### config.mk
export PLATFORM = sky130hd
export DESIGN_NAME = fctb_control
export DESIGN_NICKNAME = d
export VERILOG_FILES = /design/src/rtl/core/fctb_pkg.sv /design/src/rtl/core/fctb_control.sv
export VERILOG_INCLUDE_DIRS = /design/src /design/src/rtl/core
export SDC_FILE = /design/constraint.sdc
export NUM_CORES = 1
export LEC_CHECK = 0
export BUFFER_PORTS_ARGS = -buffer_cell sky130_fd_sc_hd__clkbuf_2
export CAP_MARGIN = 20
export CORE_MARGIN = 8
export CORE_UTILIZATION = 53
export CTS_BUF_LIST = sky130_fd_sc_hd__clkbuf_8 sky130_fd_sc_hd__clkbuf_16
export DETAILED_ROUTE_END_ITERATION = 7
export PLACE_DENSITY = 0.77
export SLEW_MARGIN = 40
export SYNTH_ARGS = -nofsm -noshare
export SYNTH_HDL_FRONTEND = slang
export SYNTH_SLANG_ARGS = --single-unit
### constraint.sdc
create_clock -name clock -period 3 [get_ports clock]
set_input_delay 0.75 -clock clock [delete_from_list [all_inputs] [get_ports clock]]
set_output_delay 0.75 -clock clock [all_outputs]
set_load 0.01 [all_outputs]
### src/rtl/core/friction_cone_tangent_basis_assert.svh
// assertion macros for the friction cone tangent basis block
// used by the controller; no other dependencies
`ifndef FRICTION_CONE_TANGENT_BASIS_ASSERT_SVH
`define FRICTION_CONE_TANGENT_BASIS_ASSERT_SVH

// condition holds on every edge outside reset
`define FCTB_ASSERT(label, clk, rst, prop) \
   label: assert property (@(posedge clk) disable iff (rst) (prop)) \
      else $error("%m: check failed");

// trigger on one edge implies the expectation on the next
`define FCTB_ASSERT_NEXT(label, clk, rst, trig, outcome) \
   label: assert property (@(posedge clk) disable iff (rst) (trig) |=> (outcome)) \
      else $error("%m: sequence check failed");

`endif

### src/rtl/core/fctb_pkg.sv
// shared types and constants of the friction cone tangent basis block
// no dependencies
package fctb_pkg;

   localparam int CSR_IDX_W  = 2;
   localparam int CSR_DATA_W = 16;

   localparam logic [CSR_IDX_W-1:0] CSR_NUM_BASES = 2'd0;
   localparam logic [CSR_IDX_W-1:0] CSR_STEP_COS  = 2'd1;
   localparam logic [CSR_IDX_W-1:0] CSR_STEP_SIN  = 2'd2;
   localparam logic [CSR_IDX_W-1:0] CSR_THRESHOLD = 2'd3;

   localparam int ONE_Q14    = 16384;
   localparam int ROOT_STEPS = 16;
   localparam int DIV_STEPS  = 15;

   localparam logic [1:0] COMP_X = 2'd0;
   localparam logic [1:0] COMP_Z = 2'd2;

   typedef struct packed {
      logic       load;
      logic       square;
      logic       select;
      logic       root_step;
      logic       div_start;
      logic       div_step;
      logic       div_store;
      logic [1:0] comp;
      logic       rot_mul;
      logic       rot_sum;
   } cmd_type;

endpackage

### src/rtl/core/fctb_control.sv
// controller: sequences square, root, divide and rotation steps, drives handshakes
// depends on fctb_pkg and friction_cone_tangent_basis_assert.svh
`include "friction_cone_tangent_basis_assert.svh"

module fctb_control #(
   parameter int MAX_BASES = 16
) (
   input  logic              clock,
   input  logic              reset,
   input  logic              req_tvalid,
   output logic              req_tready,
   output logic              rsp_tvalid,
   input  logic              rsp_tready,
   output logic              rsp_tlast,
   output logic [3:0]        rsp_index,
   input  logic [4:0]        num_bases,
   output fctb_pkg::cmd_type cmd
);
   import fctb_pkg::*;

   localparam int CW = $clog2(MAX_BASES + 1);

   localparam logic [3:0] S_IDLE   = 4'd0;
   localparam logic [3:0] S_SQUARE = 4'd1;
   localparam logic [3:0] S_SELECT = 4'd2;
   localparam logic [3:0] S_ROOT   = 4'd3;
   localparam logic [3:0] S_DSTART = 4'd4;
   localparam logic [3:0] S_DSTEP  = 4'd5;
   localparam logic [3:0] S_DSTORE = 4'd6;
   localparam logic [3:0] S_EMIT   = 4'd7;
   localparam logic [3:0] S_RMUL   = 4'd8;
   localparam logic [3:0] S_RSUM   = 4'd9;

   logic [3:0]    state_ff, state_in;
   logic [3:0]    cnt_ff, cnt_in;
   logic [1:0]    comp_ff, comp_in;
   logic [CW-1:0] k_ff, k_in, count_ff, count_in;
   logic [CW-1:0] count_clamped;
   logic [8:0]    cmd_flags;

   always_comb begin
      if (num_bases == 5'd0) count_clamped = CW'(1);
      else if (32'(num_bases) > MAX_BASES) count_clamped = CW'(MAX_BASES);
      else count_clamped = CW'(num_bases);
   end

   assign rsp_tlast = (k_ff == count_ff - CW'(1));
   assign rsp_index = 4'(k_ff);

   assign cmd_flags = {cmd.load, cmd.square, cmd.select, cmd.root_step, cmd.div_start,
                       cmd.div_step, cmd.div_store, cmd.rot_mul, cmd.rot_sum};

   always_comb begin
      state_in = state_ff;
      cnt_in   = cnt_ff;
      comp_in  = comp_ff;
      k_in     = k_ff;
      count_in = count_ff;
      cmd      = '0;
      cmd.comp = comp_ff;
      req_tready = 1'b0;
      rsp_tvalid = 1'b0;
      case (state_ff)
         S_IDLE: begin
            req_tready = 1'b1;
            if (req_tvalid) begin
               cmd.load = 1'b1;
               count_in = count_clamped;
               k_in     = '0;
               state_in = S_SQUARE;
            end
         end
         S_SQUARE: begin
            cmd.square = 1'b1;
            state_in   = S_SELECT;
         end
         S_SELECT: begin
            cmd.select = 1'b1;
            cnt_in     = '0;
            state_in   = S_ROOT;
         end
         S_ROOT: begin
            cmd.root_step = 1'b1;
            cnt_in        = cnt_ff + 4'd1;
            if (cnt_ff == 4'(ROOT_STEPS - 1)) begin
               comp_in  = COMP_X;
               state_in = S_DSTART;
            end
         end
         S_DSTART: begin
            cmd.div_start = 1'b1;
            cnt_in        = '0;
            state_in      = S_DSTEP;
         end
         S_DSTEP: begin
            cmd.div_step = 1'b1;
            cnt_in       = cnt_ff + 4'd1;
            if (cnt_ff == 4'(DIV_STEPS - 1)) state_in = S_DSTORE;
         end
         S_DSTORE: begin
            cmd.div_store = 1'b1;
            if (comp_ff == COMP_Z) begin
               state_in = S_EMIT;
            end else begin
               comp_in  = comp_ff + 2'd1;
               state_in = S_DSTART;
            end
         end
         S_EMIT: begin
            rsp_tvalid = 1'b1;
            if (rsp_tready) begin
               if (rsp_tlast) begin
                  state_in = S_IDLE;
               end else begin
                  k_in     = k_ff + CW'(1);
                  state_in = S_RMUL;
               end
            end
         end
         S_RMUL: begin
            cmd.rot_mul = 1'b1;
            state_in    = S_RSUM;
         end
         S_RSUM: begin
            cmd.rot_sum = 1'b1;
            state_in    = S_EMIT;
         end
         default: begin
            state_in = S_IDLE;
         end
      endcase
   end

   always_ff @(posedge clock) begin
      if (reset) begin
         state_ff <= S_IDLE;
         cnt_ff   <= '0;
         comp_ff  <= COMP_X;
         k_ff     <= '0;
         count_ff <= CW'(1);
      end else begin
         state_ff <= state_in;
         cnt_ff   <= cnt_in;
         comp_ff  <= comp_in;
         k_ff     <= k_in;
         count_ff <= count_in;
      end
   end

   `FCTB_ASSERT(a_no_accept_while_emitting, clock, reset, !(req_tready && rsp_tvalid))
   `FCTB_ASSERT(a_one_command, clock, reset, $onehot0(cmd_flags))
   `FCTB_ASSERT(a_index_in_range, clock, reset, k_ff < count_ff)
   `FCTB_ASSERT_NEXT(a_idle_after_last, clock, reset, rsp_tvalid && rsp_tready && rsp_tlast, req_tready)
   `FCTB_ASSERT_NEXT(a_rotate_after_take, clock, reset, rsp_tvalid && rsp_tready && !rsp_tlast, cmd.rot_mul)

endmodule

**Word level (Yosys, flattened, before mapping)**

Index checks and enable logic that the tools add are counted.

- Bits in registers: 20
- Input port bits: 9
- Output and inout bits: 18
- Logic and storage cells: 69

- Add/subtract/negate cells: 4
- Order comparisons: 1
- Equality and inequality tests: 19
- Mux-type cells: 29
- Reduce and logical (&&, ||, !) cells: 11

Operator list:

| cell | count |
|---|---|
| $pmux W4 S10 | 1 |
| $mux W5 | 5 |
| $mux W4 | 5 |
| $eq A4 B3 Y1 const B | 4 |
| $eq A4 B4 Y1 const B | 4 |
| $mux W1 | 12 |
| $ne A2 B2 Y1 const B | 6 |
| $pmux W5 S2 | 1 |
| $eq A4 B2 Y1 const B | 2 |
| $pmux W4 S2 | 1 |
| $reduce_and A4 Y1 | 2 |
| $mux W2 | 3 |
| $reduce_bool A2 Y1 | 3 |
| $add A5 B1 Y5 const B | 1 |
| $eq A5 B5 Y1 | 1 |
| $gt A5 B5 Y1 const B | 1 |
| $logic_not A5 Y1 | 1 |
| $sub A5 B1 Y5 const B | 1 |
| $add A4 B1 Y4 const B | 1 |
| $eq A4 B1 Y1 const B | 1 |
| $logic_not A4 Y1 | 1 |
| $pmux W2 S2 | 1 |
| $reduce_or A2 Y1 | 2 |
| $reduce_and A3 Y1 | 1 |
| 3 further kinds | 3 |

**Depth between registers and ports, before layout**

- Depth in word-level cells: 5
- Mapped depth: 7
- Mapped depth without buffers: 7

**Least setup slack after synthesis**

No wires, ideal clock.

- Path type: register -> output
- Start point: register count_ff[0]
- End point: output rsp_tlast
- Arrival: 1578 ps
- Required time: 2250 ps
- Path slack: 672 ps
- Cell stages (with the launch flop): 6
- Path buffers: 0
- Cell sequence: dfxtp_1 inv_1 ha_1 nor2b_1 or3_4 a311oi_4

- Cells in the longest elaborated chain, start to end: 2

RTL lines:

| what | RTL line | RTL |
|---|---|---|
| from (decl) | fctb_control.sv:37 | `logic [CW-1:0] k_ff, k_in, count_ff, count_in;` |
| from (signal assigned) | fctb_control.sv:146 | `count_ff <= count_in;` |
| $sub A5 B1 Y5 | fctb_control.sv:47 | `assign rsp_tlast = (k_ff == count_ff - CW'(1));` |
| $eq A5 B5 Y1 | fctb_control.sv:47 |  |
| to (decl) | fctb_control.sv:14 | `output logic rsp_tlast,` |

Every way passes these cells.

**Worst setup path in the final report**

Ends and elaborated chain as after synthesis.

==> metrics.cfg <==
[status]
status=completed

[detailed_routing]
vias_per_cell=5.81
wl_per_cell_um=14.1
drt_iter0_markers=85
num_vias=1267
routed_wl_mm=3.08
drc=0
ant_nets=0
detail_route.first_pass.iterations=4

[sta]
post-route-min-period_ns=2.70
setup_viol=0
period_share_pct=90.1
rsz0062_at_grt=false
slew-limit-headroom_pct=63.8
fmax_ghz=0.370
slew_violations=0
setup-tns-final_ns=0
final_hold_viol_count=0
worst_pin_slew_ns=0.542
clock_skew_ns=0.00612

[clock_tree]
cts_resized=0
clockBufferDepth=2
htreeDepth=1
cts.hold.buffers_added=0
cts_tree=yes
cts_buffers=3
path_clk_slew_ns=0.08
cts_root_buf=clkbuf_8
cts_sinks=20
post_cts_buffers=0
clock_latency_ns=0.26

[worst_setup_path]
start_kind=register
critical_path_class=register to output port
worstPathRequired_ns=2.25
reg2reg_slack_ns=0.85
arrival_ns=1.95
slowest_stage=dfxtp_1
path_cells=inv_1, ha_1, nor2b_1, or3_4, a311oi_4, clkbuf_2
end_kind=output port
crit_path_max_fanout=4
slowest_delay_ns=0.40

[synth]
postSynthAreaPerCell_sq_um=8.09
yosys.area.top_type_share_pct=29.6
ys_types=44
syn_inst=167
async_flop_share_pct=0
yosys.area.top_type=dfxtp_1
synth-edff-count=0
yosysWarnings=0
syn_nets=181
synth_flop_cell=dfxtp_1
syn_area_sq_um=1350
ys_ff_latch=20
synth.area.top_cells=dfxtp_1 (30%), a21oi_1 (5.2%), nand2b_1 (5.1%), ha_1 (4.6%), nor2_1 (4.4%)
yosysSeqAreaShare_pct=29.6

[power_and_ir_drop]
p_leak_nw=0.624
p_sw_share_pct=41.6
p_clk_share_pct=21.3
p_sw_mw=0.535
power_frac_seq_pct=31.0
comb_power_share_pct=47.6
power.internal_mw=0.752
peakVddDrop_v=0.000438
p_per_area_nw_per_um2=835

[layout]
design_area_sq_um=1540
diodes=0
fin_nets=203
instances_no_fill=218
syn_to_final_growth_pct=14.2
final_util_pct=62.8
final_layout_size_suffix_gt1_share_pct=22.3

[grt]
grtUsageTotal_pct=14.3
grt-ovfl-total=0
antenna_found_initial=0
grt_pass1_wl_mm=5.12
grt_pass1_vias=1187
grt_max_degree=23

[floorplan]
initial_utilization_pct=55.0
dieHeight_um=66.5
dieArea_sq_um=4420
ios=27
placementRows=18
design.core.area_sq_um=2450
die_w_um=66.5

[place]
dpl.cell_count=214
hpwl_mm=2.35
routabilityCongestion=0.868
placed_area_sq_um=1470
portBuffers=26

[worst_hold_path]
worst_hold_path_type=register to register

[flow_run]
maxCapViolCount=0

[power by group through the flow]
stage	Clock, mW	Combinational, mW	Sequential [mW]
6_report	0.275	0.613	0.400
4_1_cts	0.280	0.615	0.397
2_1_floorplan	0	0.497	0.344
5_1_grt	0.294	0.679	0.411
3_3_place_gp	0	0.594	0.397
3_5_place_dp	0	0.613	0.404
[worst paths after layout]
kind / start / endpoint / cells after the start
worst max-delay path: count_ff[0]$_SDFFE_PP1P_ / rsp_tlast / 6
worst min-delay path: count_ff[1]$_SDFFE_PP0P_ / count_ff[1]$_SDFFE_PP0P_ / 2
worst max register to register: count_ff[0]$_SDFFE_PP1P_ / k_ff[2]$_SDFFE_PP0P_ / 8
worst min register to register: count_ff[1]$_SDFFE_PP0P_ / count_ff[1]$_SDFFE_PP0P_ / 2
[routing by layer]
layer | vias up | share of wire, % | global-route usage [%]
met4 | 0 | 0.49 | 6.40
met2 | 31 | 49 | 23.6
met3 | 2 | 6.9 | 4.36
met5 | - | 0 | 0
met1 | 595 | 44 | 16.6
li1 | 639 | - | -
[cell usage after synthesis, types with 2 or more instances]
cell      number
dfxtp_1       20
nor2_1        16
a21oi_1       14
nand2_1       14
nand2b_1      11
inv_1         10
nand3_1        7
nor3_1         7
ha_1           5
nand4b_1       5
buf_4          4
nand3b_1       4
clkbuf_1       3
o21ai_0        3
o22ai_1        3
xnor2_1        3
xor2_1         3
a21bo_2        2
a221oi_2       2
a311oi_1       2
and3b_1        2
buf_2          2
mux2i_1        2
nor2b_1        2
nor4b_1        2
[critical path, delay by kind of cell (launching register included)]
family,cells,cell delay [ns]
buf+inv,2,0.24
flops,1,0.40
simple gates,2,0.52
fa+ha+maj,1,0.22
compound gates,1,0.31
[kinds of logic after synthesis]
family	Yosys count	share of synthesized area, %
compound gates	35	19.3
fa+ha+maj	5	4.63
flops	20	29.6
simple gates	78	33.4
mux	3	2.31
xor+xnor	6	3.89
buf+inv	20	6.85
[through the flow]
step                worst slack (ns)  total power, mW  hold WS [ns]
finish                         0.296             1.29         0.474
global route                   0.192             1.38         0.494
CTS                            0.288             1.29         0.473
detailed placement             0.587             1.02         0.461
global placement               0.635            0.991         0.462
floorplan                      0.672            0.842         0.436
[cell usage in the layout, fill, tap and decap left out, types with 4 or more instances in the layout]
cell type  instances
a21oi_1           14
dfxtp_1           20
nand2b_1          11
nor3_1             7
clkbuf_2          26
nand4b_1           5
ha_1               5
nand3b_1           4
nor2_1            16
inv_1             10
nand3_1            7
nand2_1           14
[flip-flops by register name, indices dropped and copies added, names as in the netlist]
name / count
cnt_ff: 4
count_ff: 5
k_ff: 5
comp_ff: 2
state_ff: 4
[area by class of cell]
type	count	area [sq um]
Fill cell	224	912
Inverter	10	37.5
Clock inverter	1	30.0
Timing Repair Buffer	27	138
Tap cell	30	37.5
Clock buffer	3	41.3
Multi-Input combinational cell	127	858
Sequential cell	20	400
Power figures use the tool's default switching activity.
